==> config.mk <==
export PLATFORM = sky130hd
export DESIGN_NAME = ll1_expression_recognizer_top
export DESIGN_NICKNAME = d
export VERILOG_FILES = /design/src/rtl/ll1er_pkg.sv /design/src/rtl/ll1er_step.sv /design/src/rtl/ll1er_stack.sv /design/src/rtl/ll1_expression_recognizer_top.sv
export VERILOG_INCLUDE_DIRS = /design/src /design/src/rtl
export SDC_FILE = /design/constraint.sdc
export NUM_CORES = 1
export LEC_CHECK = 0
export BUFFER_PORTS_ARGS = -buffer_cell sky130_fd_sc_hd__buf_4
export CAP_MARGIN = 25
export CORE_UTILIZATION = 45
export DETAILED_ROUTE_END_ITERATION = 8
export SLEW_MARGIN = 10
export SYNTH_ARGS = -nofsm -noshare
export SYNTH_HDL_FRONTEND = slang
export SYNTH_SLANG_ARGS = --single-unit
==> constraint.sdc <==
create_clock -name clock -period 9.85 [get_ports clock]
set_input_delay 0.4925 -clock clock [delete_from_list [all_inputs] [get_ports clock]]
set_output_delay 0.4925 -clock clock [all_outputs]
set_load 0.1 [all_outputs]
==> src/rtl/ll1_expression_recognizer_top_macros.svh <==
// assertion macros for the ll1 expression recognizer
// expects clock and reset signals in the module that uses them
`ifndef LL1_EXPRESSION_RECOGNIZER_TOP_MACROS_SVH
`define LL1_EXPRESSION_RECOGNIZER_TOP_MACROS_SVH

// plain property checked every clock
`define LL1ER_ASSERT(lbl, prop, msg) \
   lbl: assert property (@(posedge clock) disable iff (reset) (prop)) else $error(msg);

// same-cycle implication
`define LL1ER_ASSERT_IMP(lbl, ante, cons, msg) \
   lbl: assert property (@(posedge clock) disable iff (reset) (ante) |-> (cons)) else $error(msg);

// next-cycle implication
`define LL1ER_ASSERT_NXT(lbl, ante, cons, msg) \
   lbl: assert property (@(posedge clock) disable iff (reset) (ante) |=> (cons)) else $error(msg);

`endif

==> src/rtl/ll1er_pkg.sv <==
// shared types, codes and grammar tables of the ll1 expression recognizer
// no dependencies
package ll1er_pkg;

   localparam int STACK_DEPTH_DEF = 32;
   localparam int MAX_RESULTS     = 40;
   localparam int CNT_W           = 6;

   typedef logic [4:0] sym_type;
   typedef logic [4:0] col_type;
   typedef logic [4:0] prod_type;

   localparam sym_type SYM_E     = 5'd0;
   localparam sym_type SYM_EP    = 5'd1;
   localparam sym_type SYM_TP    = 5'd3;
   localparam sym_type SYM_NP    = 5'd6;
   localparam sym_type SYM_TERM0 = 5'd8;

   localparam col_type COL_LPAR  = 5'd10;
   localparam col_type COL_RPAR  = 5'd11;
   localparam col_type COL_PLUS  = 5'd12;
   localparam col_type COL_MINUS = 5'd13;
   localparam col_type COL_STAR  = 5'd14;
   localparam col_type COL_SLASH = 5'd15;
   localparam col_type COL_NONE  = 5'd16;

   localparam prod_type PROD_NONE    = 5'd0;
   localparam prod_type PROD_T_EMPTY = 5'd4;
   localparam prod_type PROD_F_EMPTY = 5'd8;
   localparam prod_type PROD_N_EMPTY = 5'd13;

   typedef enum logic [2:0] {
      KIND_PROD     = 3'd0,
      KIND_CONSUME  = 3'd1,
      KIND_ACCEPT   = 3'd2,
      KIND_ERROR    = 3'd3,
      KIND_OVERFLOW = 3'd4
   } kind_type;

   typedef enum logic [2:0] {
      CMD_NONE,
      CMD_RELOAD,
      CMD_POP,
      CMD_EXPAND,
      CMD_PUSH2,
      CMD_FILL
   } stack_cmd_type;

   typedef enum logic [1:0] {
      ST_IDLE,
      ST_EVAL,
      ST_PUSH2,
      ST_FILL
   } state_type;

   typedef struct packed {
      logic [7:0] char_code;
      logic       is_end;
   } req_type;

   typedef struct packed {
      kind_type   kind;
      prod_type   production;
      logic       last;
   } rsp_type;

   typedef struct packed {
      stack_cmd_type cmd;
      prod_type      prod;
   } stack_ctl_type;

   typedef struct packed {
      kind_type      kind;
      prod_type      prod;
      logic          last;
      stack_cmd_type cmd;
   } step_type;

   localparam int PRED_TABLE [8][16] = '{
      '{ 1,  1,  1,  1,  1,  1,  1,  1,  1,  1,  1,  0,  0,  0,  0,  0},
      '{ 4,  4,  4,  4,  4,  4,  4,  4,  4,  4,  4,  4,  2,  3,  4,  4},
      '{ 5,  5,  5,  5,  5,  5,  5,  5,  5,  5,  5,  0,  0,  0,  0,  0},
      '{ 8,  8,  8,  8,  8,  8,  8,  8,  8,  8,  8,  8,  8,  8,  6,  7},
      '{ 9,  9,  9,  9,  9,  9,  9,  9,  9,  9, 10,  0,  0,  0,  0,  0},
      '{11, 11, 11, 11, 11, 11, 11, 11, 11, 11,  0,  0,  0,  0,  0,  0},
      '{12, 12, 12, 12, 12, 12, 12, 12, 12, 12, 13, 13, 13, 13, 13, 13},
      '{14, 15, 16, 17, 18, 19, 20, 21, 22, 23,  0,  0,  0,  0,  0,  0}
   };

   // right-hand sides, leftmost symbol first
   localparam int RHS_LEN [24] = '{
      0, 2, 3, 3, 0, 2, 3, 3, 0, 1, 3, 2, 1, 0,
      1, 1, 1, 1, 1, 1, 1, 1, 1, 1
   };

   localparam int RHS_SYM [24][3] = '{
      '{ 0, 0, 0}, '{ 2, 1, 0}, '{20, 2, 1}, '{21, 2, 1},
      '{ 0, 0, 0}, '{ 4, 3, 0}, '{22, 4, 3}, '{23, 4, 3},
      '{ 0, 0, 0}, '{ 5, 0, 0}, '{18, 0, 19}, '{ 7, 6, 0},
      '{ 5, 0, 0}, '{ 0, 0, 0},
      '{ 8, 0, 0}, '{ 9, 0, 0}, '{10, 0, 0}, '{11, 0, 0}, '{12, 0, 0},
      '{13, 0, 0}, '{14, 0, 0}, '{15, 0, 0}, '{16, 0, 0}, '{17, 0, 0}
   };

   function automatic col_type column_of(input logic [7:0] ch);
      col_type col;
      col = COL_NONE;
      if (ch >= 8'h30 && ch <= 8'h39) begin
         col = 5'(ch - 8'h30);
      end else begin
         case (ch)
            8'h28:   col = COL_LPAR;
            8'h29:   col = COL_RPAR;
            8'h2B:   col = COL_PLUS;
            8'h2D:   col = COL_MINUS;
            8'h2A:   col = COL_STAR;
            8'h2F:   col = COL_SLASH;
            default: col = COL_NONE;
         endcase
      end
      return col;
   endfunction

   function automatic prod_type pred_prod(input logic [2:0] row, input logic [3:0] col);
      return 5'(PRED_TABLE[row][col]);
   endfunction

   function automatic logic [1:0] rhs_len(input prod_type prod);
      logic [1:0] len;
      len = 2'd0;
      if (prod < 5'd24) begin
         len = 2'(RHS_LEN[prod]);
      end
      return len;
   endfunction

   function automatic sym_type rhs_sym(input prod_type prod, input logic [1:0] idx);
      sym_type sym;
      sym = SYM_E;
      if (prod < 5'd24 && idx < 2'd3) begin
         sym = 5'(RHS_SYM[prod][idx]);
      end
      return sym;
   endfunction

endpackage

==> src/rtl/ll1er_step.sv <==
// one parser step: table lookup and decision for the symbol on top of the stack
// depends on ll1er_pkg
module ll1er_step
   import ll1er_pkg::*;
#(
   parameter int STACK_DEPTH = STACK_DEPTH_DEF,
   localparam int SP_W = $clog2(STACK_DEPTH + 1)
) (
   input  sym_type           top,
   input  logic [SP_W-1:0]   sp,
   input  col_type           col,
   input  logic              at_end,
   input  logic [CNT_W-1:0]  count,
   output step_type          step
);

   prod_type        prod;
   logic [1:0]      len;
   logic [SP_W:0]   reach;

   always_comb begin
      prod = PROD_NONE;
      if (at_end) begin
         case (top)
            SYM_EP:  prod = PROD_T_EMPTY;
            SYM_TP:  prod = PROD_F_EMPTY;
            SYM_NP:  prod = PROD_N_EMPTY;
            default: prod = PROD_NONE;
         endcase
      end else if (col != COL_NONE && top < SYM_TERM0) begin
         prod = pred_prod(top[2:0], col[3:0]);
      end
   end

   assign len   = rhs_len(prod);
   assign reach = {1'b0, sp} + (SP_W + 1)'(len);

   always_comb begin
      step.kind = KIND_ERROR;
      step.prod = PROD_NONE;
      step.last = 1'b1;
      step.cmd  = CMD_RELOAD;
      if (count >= CNT_W'(MAX_RESULTS - 1)) begin
         step.kind = KIND_ERROR;
      end else if (!at_end && col == COL_NONE) begin
         step.kind = KIND_ERROR;
      end else if (sp == '0) begin
         step.kind = at_end ? KIND_ACCEPT : KIND_ERROR;
      end else if (top >= SYM_TERM0) begin
         if (!at_end && (top - SYM_TERM0) == col) begin
            step.kind = KIND_CONSUME;
            step.cmd  = CMD_POP;
         end
      end else if (prod == PROD_NONE) begin
         step.kind = KIND_ERROR;
      end else if (reach > (SP_W + 1)'(STACK_DEPTH + 1)) begin
         step.kind = KIND_OVERFLOW;
      end else begin
         step.kind = KIND_PROD;
         step.prod = prod;
         step.last = 1'b0;
         step.cmd  = (len == 2'd0) ? CMD_POP : CMD_EXPAND;
      end
   end

endmodule

==> src/rtl/ll1er_stack.sv <==
// symbol stack: top register, pointer adder and memory with one write and one read port below the top
// depends on ll1er_pkg and the assertion macro header
`include "ll1_expression_recognizer_top_macros.svh"

module ll1er_stack
   import ll1er_pkg::*;
#(
   parameter int STACK_DEPTH = STACK_DEPTH_DEF,
   localparam int SP_W = $clog2(STACK_DEPTH + 1)
) (
   input  logic            clock,
   input  logic            reset,
   input  stack_ctl_type   ctl,
   output logic [SP_W-1:0] sp,
   output sym_type         top
);

   localparam int ADDR_W = $clog2(STACK_DEPTH);

   sym_type              mem [STACK_DEPTH];
   logic [SP_W-1:0]      sp_ff, sp_in;
   sym_type              top_ff, top_in;
   sym_type              rd_data_ff;
   logic [ADDR_W-1:0]    rd_addr, wr_addr;
   logic                 wr_en;
   sym_type              wr_data;
   logic [1:0]           len;
   logic [SP_W-1:0]      base;

   assign len     = rhs_len(ctl.prod);
   assign base    = sp_ff - SP_W'(1);
   assign rd_addr = ADDR_W'(sp_ff - SP_W'(2));

   always_comb begin
      sp_in   = sp_ff;
      top_in  = top_ff;
      wr_en   = 1'b0;
      wr_addr = ADDR_W'(base);
      wr_data = rhs_sym(ctl.prod, 2'(len - 2'd1));
      unique case (ctl.cmd)
         CMD_NONE: begin
         end
         CMD_RELOAD: begin
            sp_in  = SP_W'(1);
            top_in = SYM_E;
         end
         CMD_POP: begin
            sp_in = base;
         end
         CMD_EXPAND: begin
            sp_in  = base + SP_W'(len);
            top_in = rhs_sym(ctl.prod, 2'd0);
            wr_en  = (len >= 2'd2);
         end
         CMD_PUSH2: begin
            wr_en   = 1'b1;
            wr_addr = rd_addr;
            wr_data = rhs_sym(ctl.prod, 2'd1);
         end
         CMD_FILL: begin
            top_in = rd_data_ff;
         end
         default: begin
         end
      endcase
   end

   always_ff @(posedge clock) begin
      if (reset) begin
         sp_ff  <= SP_W'(1);
         top_ff <= SYM_E;
      end else begin
         sp_ff  <= sp_in;
         top_ff <= top_in;
      end
   end

   always_ff @(posedge clock) begin
      if (wr_en) begin
         mem[wr_addr] <= wr_data;
      end
      rd_data_ff <= mem[rd_addr];
   end

   assign sp  = sp_ff;
   assign top = top_ff;

   `LL1ER_ASSERT(a_sp_in_range, sp_ff <= SP_W'(STACK_DEPTH), "stack pointer beyond depth")
   `LL1ER_ASSERT_NXT(a_reload, ctl.cmd == CMD_RELOAD, sp_ff == SP_W'(1) && top_ff == SYM_E, "reload did not restore start symbol")
   `LL1ER_ASSERT_NXT(a_expand_nonempty, ctl.cmd == CMD_EXPAND, sp_ff != '0, "expansion left stack empty")

endmodule

==> src/rtl/ll1_expression_recognizer_top.sv <==
// ll1 expression recognizer top: sequencer, step unit, symbol stack, output register
// one result per cycle in the eval state while the output register is free
// a 3-symbol push passes through the push2 state, a pop that leaves symbols on the stack through the fill state
// a result held by rsp_stall stalls the eval state; requests are stalled meanwhile
// results leave through a registered output; the next item is taken while the last result waits
// synchronous active-high reset: stack holds E alone, pointer 1, no clearing pass
`include "ll1_expression_recognizer_top_macros.svh"

module ll1_expression_recognizer_top
   import ll1er_pkg::*;
#(
   parameter int STACK_DEPTH = STACK_DEPTH_DEF
) (
   input  logic    clock,
   input  logic    reset,
   input  logic    req_valid,
   output logic    req_stall,
   input  req_type req_payload,
   output logic    rsp_valid,
   input  logic    rsp_stall,
   output rsp_type rsp_payload
);

   localparam int SP_W = $clog2(STACK_DEPTH + 1);

   state_type          state_ff, state_in;
   col_type            col_ff;
   logic               at_end_ff;
   logic [CNT_W-1:0]   count_ff;
   prod_type           prod_ff;
   logic               done_ff;
   logic               rsp_valid_ff;
   rsp_type            rsp_payload_ff;

   logic               req_xfer;
   logic               out_free;
   logic               rsp_load;
   step_type           step;
   stack_ctl_type      stack_ctl;
   logic [SP_W-1:0]    sp;
   sym_type            top;

   assign req_stall = (state_ff != ST_IDLE);
   assign req_xfer  = req_valid && !req_stall;
   assign out_free  = !rsp_valid_ff || !rsp_stall;

   ll1er_step #(
      .STACK_DEPTH(STACK_DEPTH)
   ) u_step (
      .top   (top),
      .sp    (sp),
      .col   (col_ff),
      .at_end(at_end_ff),
      .count (count_ff),
      .step  (step)
   );

   ll1er_stack #(
      .STACK_DEPTH(STACK_DEPTH)
   ) u_stack (
      .clock(clock),
      .reset(reset),
      .ctl  (stack_ctl),
      .sp   (sp),
      .top  (top)
   );

   // next state
   always_comb begin
      state_in = state_ff;
      unique case (state_ff)
         ST_IDLE: begin
            if (req_xfer) begin
               state_in = ST_EVAL;
            end
         end
         ST_EVAL: begin
            if (out_free) begin
               if (step.cmd == CMD_EXPAND && rhs_len(step.prod) == 2'd3) begin
                  state_in = ST_PUSH2;
               end else if (step.cmd == CMD_POP && sp > SP_W'(1)) begin
                  state_in = ST_FILL;
               end else if (step.last) begin
                  state_in = ST_IDLE;
               end
            end
         end
         ST_PUSH2: begin
            state_in = ST_EVAL;
         end
         ST_FILL: begin
            state_in = done_ff ? ST_IDLE : ST_EVAL;
         end
         default: begin
            state_in = ST_IDLE;
         end
      endcase
   end

   // outputs
   always_comb begin
      rsp_load       = 1'b0;
      stack_ctl.cmd  = CMD_NONE;
      stack_ctl.prod = prod_ff;
      unique case (state_ff)
         ST_IDLE: begin
         end
         ST_EVAL: begin
            stack_ctl.prod = step.prod;
            if (out_free) begin
               rsp_load      = 1'b1;
               stack_ctl.cmd = step.cmd;
            end
         end
         ST_PUSH2: begin
            stack_ctl.cmd = CMD_PUSH2;
         end
         ST_FILL: begin
            stack_ctl.cmd = CMD_FILL;
         end
         default: begin
         end
      endcase
   end

   always_ff @(posedge clock) begin
      if (reset) begin
         state_ff     <= ST_IDLE;
         rsp_valid_ff <= 1'b0;
      end else begin
         state_ff <= state_in;
         if (rsp_load) begin
            rsp_valid_ff <= 1'b1;
         end else if (!rsp_stall) begin
            rsp_valid_ff <= 1'b0;
         end
      end
   end

   always_ff @(posedge clock) begin
      if (req_xfer) begin
         col_ff    <= column_of(req_payload.char_code);
         at_end_ff <= req_payload.is_end;
         count_ff  <= '0;
         done_ff   <= 1'b0;
      end else if (rsp_load) begin
         count_ff  <= count_ff + CNT_W'(1);
         done_ff   <= step.last;
      end
      if (rsp_load) begin
         prod_ff                   <= step.prod;
         rsp_payload_ff.kind       <= step.kind;
         rsp_payload_ff.production <= step.prod;
         rsp_payload_ff.last       <= step.last;
      end
   end

   assign rsp_valid   = rsp_valid_ff;
   assign rsp_payload = rsp_payload_ff;

   `LL1ER_ASSERT_IMP(a_final_kind_last, rsp_valid && rsp_payload.kind != KIND_PROD,
      rsp_payload.last, "final result kind without last")
   `LL1ER_ASSERT_IMP(a_prod_not_last, rsp_valid && rsp_payload.kind == KIND_PROD,
      !rsp_payload.last && rsp_payload.production != PROD_NONE, "bad production transfer")
   `LL1ER_ASSERT_IMP(a_fill_after_pop, state_ff == ST_FILL,
      $past(stack_ctl.cmd == CMD_POP), "refill without pop")

endmodule

# Word-level counts from Yosys, hierarchy flattened
# Memory sizes are Yosys's and may differ from the RTL's. A register that Yosys moved wholly into a read port is not among the register bits.
# Index checks and enable logic that the tools add are counted.
# op_classes
n_addsub,8
order_cmp,18
n_eq_ne,27
mux,65
bitwise_logic,6
reduce_logical,22
# ops
operator,n
$mux W512,2
$mux W96,2
$bmux W32 S4,1
$mux W5,13
$bmux W32 S2,1
$eq A8 B6 Y1 const B,6
$mux W9,5
$mux W2,18
$pmux W5 S6,1
$ge A6 B6 Y1 const B,4
$mux W3,6
$not A5 Y6,3
$pmux W6 S3,1
$lt A5 B5 Y1 const B,3
$pmux W5 S3,1
$eq A3 B2 Y1 const B,4
$pmux W4 S3,1
$mux W1,9
$pmux W3 S3,1
$ge A8 B6 Y1 const B,1
$le A8 B6 Y1 const B,1
$logic_and A1 B1 Y1,8
$pmux W2 S4,1
$add A6 B2 Y7,1
43 further kinds,52
# totals
ff_bits,36
ramBits,160
rom_bits,10240
inputBits,13
out_inout_bits,11
wordCells,163
memories,6
# memory_table
memory,depth,word_bits,rd,rd_clocked_by_memory_dff,wr,line,source
(name not given),8,512,1,0,0,ll1er_pkg.sv:125,return 5'(PRED_TABLE[row][col]);
(name not given),32,96,1,0,0,ll1er_pkg.sv:141,sym = 5'(RHS_SYM[prod][idx]);
(name not given),32,32,1,0,0,ll1er_pkg.sv:132,len = 2'(RHS_LEN[prod]);
(name not given),32,32,1,0,0,ll1er_pkg.sv:132,
(name not given),32,32,1,0,0,ll1er_pkg.sv:132,
u_stack.mem,32,5,1,1,1,ll1er_stack.sv:20,sym_type mem [STACK_DEPTH];

# Logic depth before layout (Yosys ltp)
# logic_depth
ltp_word,35
depth_mapped,37
depth_no_buf,36

# Cells and area by module
# Synthesis repeated with hierarchy kept, for this count alone.
# unflattened
cells_unflattened,772
hier_area_um2,10127.2
# modules_own_cells
mod,n_inst,cells_per_inst,area_per_inst_um2,seq_area_each_um2
ll1er_stack,1,504,7862.5,5124.9
ll1_expression_recognizer_top,1,121,1187.4,650.6
ll1er_step,1,147,1077.3,0.0

# Worst setup path after synthesis
# OpenSTA, ideal clock, no wires.
# synth_path
path_kind,flip-flop to flip-flop
from,reg col_ff[1]
to,"mem u_stack.mem[0][3] in the netlist's numbering, data pin"
setup_ns,0.754
t_arrival_ns,8.506
t_required_ns,9.096
setup_slack_ns,0.590
path_stages_with_launch,28
path_buffers,1
period_less_slack_ns,9.260
path_cell_list,edfxtp_1 > buf_6 > or4b_4 > o21ai_2 > nor2_1 > a21boi_0 > o21ba_2 > ha_1 > and4_1 > a2bb2oi_1 > nor2_1 > ha_1 > inv_1 > fa_1 > nand4bb_1 > a21oi_1 > o22ai_1 > a211oi_2 > o211ai_2 > o21ai_2 > ha_1 > nand2_1 > o21ai_1 > a221o_2 > inv_2 > ha_1 > nand2_1 > a2111oi_0
# synth_via
elab_chain_cells,32
word_cells_on_any_way,54
classes_between,add/sub (2); order compare (4); eq/ne (4); mux (31); bitwise (4); reduce/logical (6); memory (3)
# synth_rtl
element,line,source
start: declaration,ll1_expression_recognizer_top.sv:27,col_type col_ff;
start signal: assignment,ll1_expression_recognizer_top.sv:142,col_ff <= column_of(req_payload.char_code);
$not A4 Y5 (not written as such),ll1er_pkg.sv:125,
$bmux W32 S4,ll1er_pkg.sv:125,
$mux W5 (not written as such) (2 in series),ll1er_pkg.sv:125,
$mux W5,ll1er_step.sv:30,end else if (col != COL_NONE && top < SYM_TERM0) begin
$mux W5,ll1er_step.sv:23,if (at_end) begin
$not A5 Y6 (not written as such),ll1er_pkg.sv:132,
$mem_v2 Z32 W32,n/a,
$mux W2 (not written as such) (2 in series),ll1er_pkg.sv:132,
[14 not listed],n/a,
$mux W2,ll1er_pkg.sv:131,if (prod < 5'd24) begin
$sub A2 B1 Y2,ll1er_stack.sv:39,"wr_data = rhs_sym(ctl.prod, 2'(len - 2'd1));"
$not A2 Y3 (not written as such),ll1er_pkg.sv:141,
$bmux W32 S2,ll1er_pkg.sv:141,
$mux W5 (not written as such) (2 in series),ll1er_pkg.sv:141,
$mux W5,ll1er_pkg.sv:140,if (prod < 5'd24 && idx < 2'd3) begin
$mux W5 (*),ll1er_stack.sv:40,unique case (ctl.cmd)
net u_stack.wr_data[3],ll1er_stack.sv:26,sym_type wr_data;
end: declaration,ll1er_stack.sv:20,
# Mark *: on every way through the listed nets, which the timed path passes. The rest lies on a longest branch. The select of a mux whose other input is x is not followed.

# Final worst setup path
# layout_path
from,reg col_ff[1]
to,"mem u_stack.mem[22][1] in the netlist's numbering, data pin"
# Same word-level chain as after synthesis.

==> impl_metrics.csv <==
group,metric,value,unit
pwr,power_density,200,mW/mm^2
global_routing,grt_usage,0.207,
global_routing,grt_max_degree,48,
drt,post-route-drc-count,6,
worst_setup_path,worstPathMaxFanout,32,
yosys,ys_seq_area_frac,0.570,
worst_setup_path,path_class,"reg -> reg",
min_path,hp-start,"req_payload[0]",
global_routing,overflow,0,
cells_and_area,antenna-diode-count,0,
min_path,holdCritPathClass,"in -> reg",
global_routing,grt_pass1_vias,6626,
worst_setup_path,startpoint_type,"flip-flop",
place,dp_hpwl,16.4,mm
cells_and_area,final_nets,823,
place,gp_congestion,0.878,
worst_setup_path,cp_slowest_cell,"a41oi_4",
yosys,yosysWarnings,0,
clock_tree,holdBufCountCts,0,
worst_setup_path,crit_arrival,8290,ps
floorplanning,ios,24,
pwr,p_leak,3.96,nW
global_routing,grt_antenna_before_repair,1,
floorplanning,num_rows,54,
global_routing,grt_first_pass_wirelength,37.2,mm
worst_setup_path,crit_top_cell,"ha_1",
clock_tree,cts.sink_count,201,
status,outcome,"complete, but fails checks",
drt,vias_per_cell,5.89,
clock_tree,cts_resized,0,
cells_and_area,multiInputGateArea,0.00413,mm^2
pwr,ir_drop,142,uV
yosys,ys.flop_type,"edfxtp_1",
yosys,yosys-top-cells-area,"edfxtp_1, mux4_2, dfxtp_1, ha_1, nor2_1",
yosys,yosysTopAreaCell,"edfxtp_1",
floorplanning,start_util,0.461,
yosys,synth-edff-count,175,
cells_and_area,final_cell_mix,"edfxtp_1, nor2_1, nand2_1",
worst_setup_path,cp-end-kind,"flip-flop",
clock_tree,cts_buffers,22,
cells_and_area,seqCellArea,0.00578,mm^2
cells_and_area,syn_to_final_growth,12.0,%
timing,worst_pin_slew,1010,ps
worst_setup_path,worst_ep_required_time,10060,ps
job,maxCapViolations,0,
clock_tree,cts_setup_buffers,0,
drt,ant_nets,0,
drt,firstDrtPassIters,7,
clock_tree,clockRootBuffer,"clkbuf_16",
timing,final_max_slew_viol_count,0,
timing,setup_viol,0,
cells_and_area,final_common_cell,"edfxtp_1",
yosys,synth_cell_types,86,
yosys,synth_top_area_share,0.519,
timing,fin_crit,8090,ps
clock_tree,cts_max_path_buffers,3,
cells_and_area,drive_above_1_share,0.213,
clock_tree,cts_tree,"yes",
pwr,finalPower,0.00227,W
place,portBuffers,23,
clock_tree,clk_latency,530,ps
drt,post_drt_wl_per_cell,21.8,um
cells_and_area,fill_cells,1846,
timing,slew_headroom,0.324,
timing,hold_viol_final,0,
floorplanning,dieArea,0.0231,mm^2
floorplanning,core,0.0220,mm^2
status,violations,"DRC",
timing,fin_crit_sh,0.821,
yosys,syn-cell-area,0.0101,mm^2
worst_setup_path,r2r_start,"col_ff[1]",
clock_tree,cts_max_level,1,
drt,drt-initial-drc-count,541,
worst_setup_path,critPathMaxStageDelay,720,ps
drt,wirelength,23.4,mm
yosys,async_reset_ff_frac,0,
drt,vias,6322,
floorplanning,die_h,152,um
yosys,syn_nets,800,
timing,clock_skew,15.9,ps
timing,rsz0062_at_grt,"no",
yosys,synth.ff_latch_count,201,
clock_tree,clk_pin_slew,60,ps
worst_setup_path,crit_start,"col_ff[1]",
yosys,syn_area_per_cell,13.4,um^2
timing,fin_tns_setup,0,ps
timing,fmax,124,MHz
yosys,synthCells,754,
floorplanning,die_x,152,um
[flip-flops by register name, summed over array words and instances, names as in the netlist]
name and count:
u_stack.rd_data_ff 5, rsp_valid 1, rsp_payload 9, u_stack.sp 6, count_ff 6, u_stack.top 5, u_stack.mem 160, done_ff 1
col_ff 5, state_ff 2, at_end_ff 1
[area by class of cell]
| class | count | area share |
|---|---|---|
| sequential | 201 | 0.509 |
| multi-input combinational | 489 | 0.364 |
| clock buffer | 28 | 0.0524 |
| tap | 280 | 0.0309 |
| timing repair buffer | 33 | 0.0225 |
| clock inverter | 12 | 0.0110 |
| inverter | 30 | 0.00992 |
[logic make-up after synthesis]
kind of cell	synth area share
AO/OA/AOI/OAI	0.111
buffers and inverters	0.0262
adder cells (fa/ha/maj)	0.0422
flip-flops	0.570
AND/OR/NAND/NOR	0.111
multiplexers	0.124
XOR/XNOR	0.0156
[worst paths after layout]
kind                        endpoint  slack [ps]  cells after the start
setup reg to reg  u_stack.mem[22][1]        1760                     29
hold / removal             at_end_ff         150                      1
setup / recovery  u_stack.mem[22][1]        1760                     29
hold reg to reg       u_stack.top[0]         460                      2
[where the power goes]
group          internal, W  switching [W]
sequential        0.000981      0.0000238
combinational     0.000150       0.000303
clock             0.000463       0.000348
total              0.00159       0.000675
[critical path: cells and delay by family (launching register included)]
kind	cells	cell delay (ps)
and+or+nand+nor	6	1350
adders and majority gates	5	1350
AOI/OAI and AO/OA	15	4120
DFF	1	660
buffers and inverters	3	270
[layer usage]
layer | part of all wire | vias to the layer above | global-route usage
met5 | 0 | - | 0
met4 | 0.038 | 0 | 0.0802
met3 | 0.048 | 60 | 0.0345
met2 | 0.49 | 171 | 0.356
met1 | 0.42 | 3156 | 0.262
li1 | - | 2935 | -
[metrics by stage]
stage               cell area (um^2)   util  cells  hold WS (ps)  worst slack [ps]
floorplan                      10100      -    754           417               590
global placement               10600  0.483   1032           442              2110
detailed placement             10600  0.483   1033           441              1540
CTS                            11300  0.516   1073           140              1490
global route                   11300  0.517   1073           130              1160
finish                         11300  0.517   1073           151              1760
[cell usage after synthesis (6+ instances only)]
library cell and n:
mux2_2 7, a22oi_1 7, o211ai_1 6, o21ai_1 6, nand2_1 52, nor2b_1 9, inv_1 26, clkbuf_1 18
edfxtp_1 175, xor2_1 10, mux4_2 50, nand2b_1 8, dfxtp_1 26, nand3_1 8, a21oi_1 33, nor3_1 13
and2_1 11, o21ai_0 23, ha_1 31, a21o_1 8, nand2_2 8, buf_2 8, nor2_1 79, xnor2_1 8
Power figures use the tool's default switching activity.
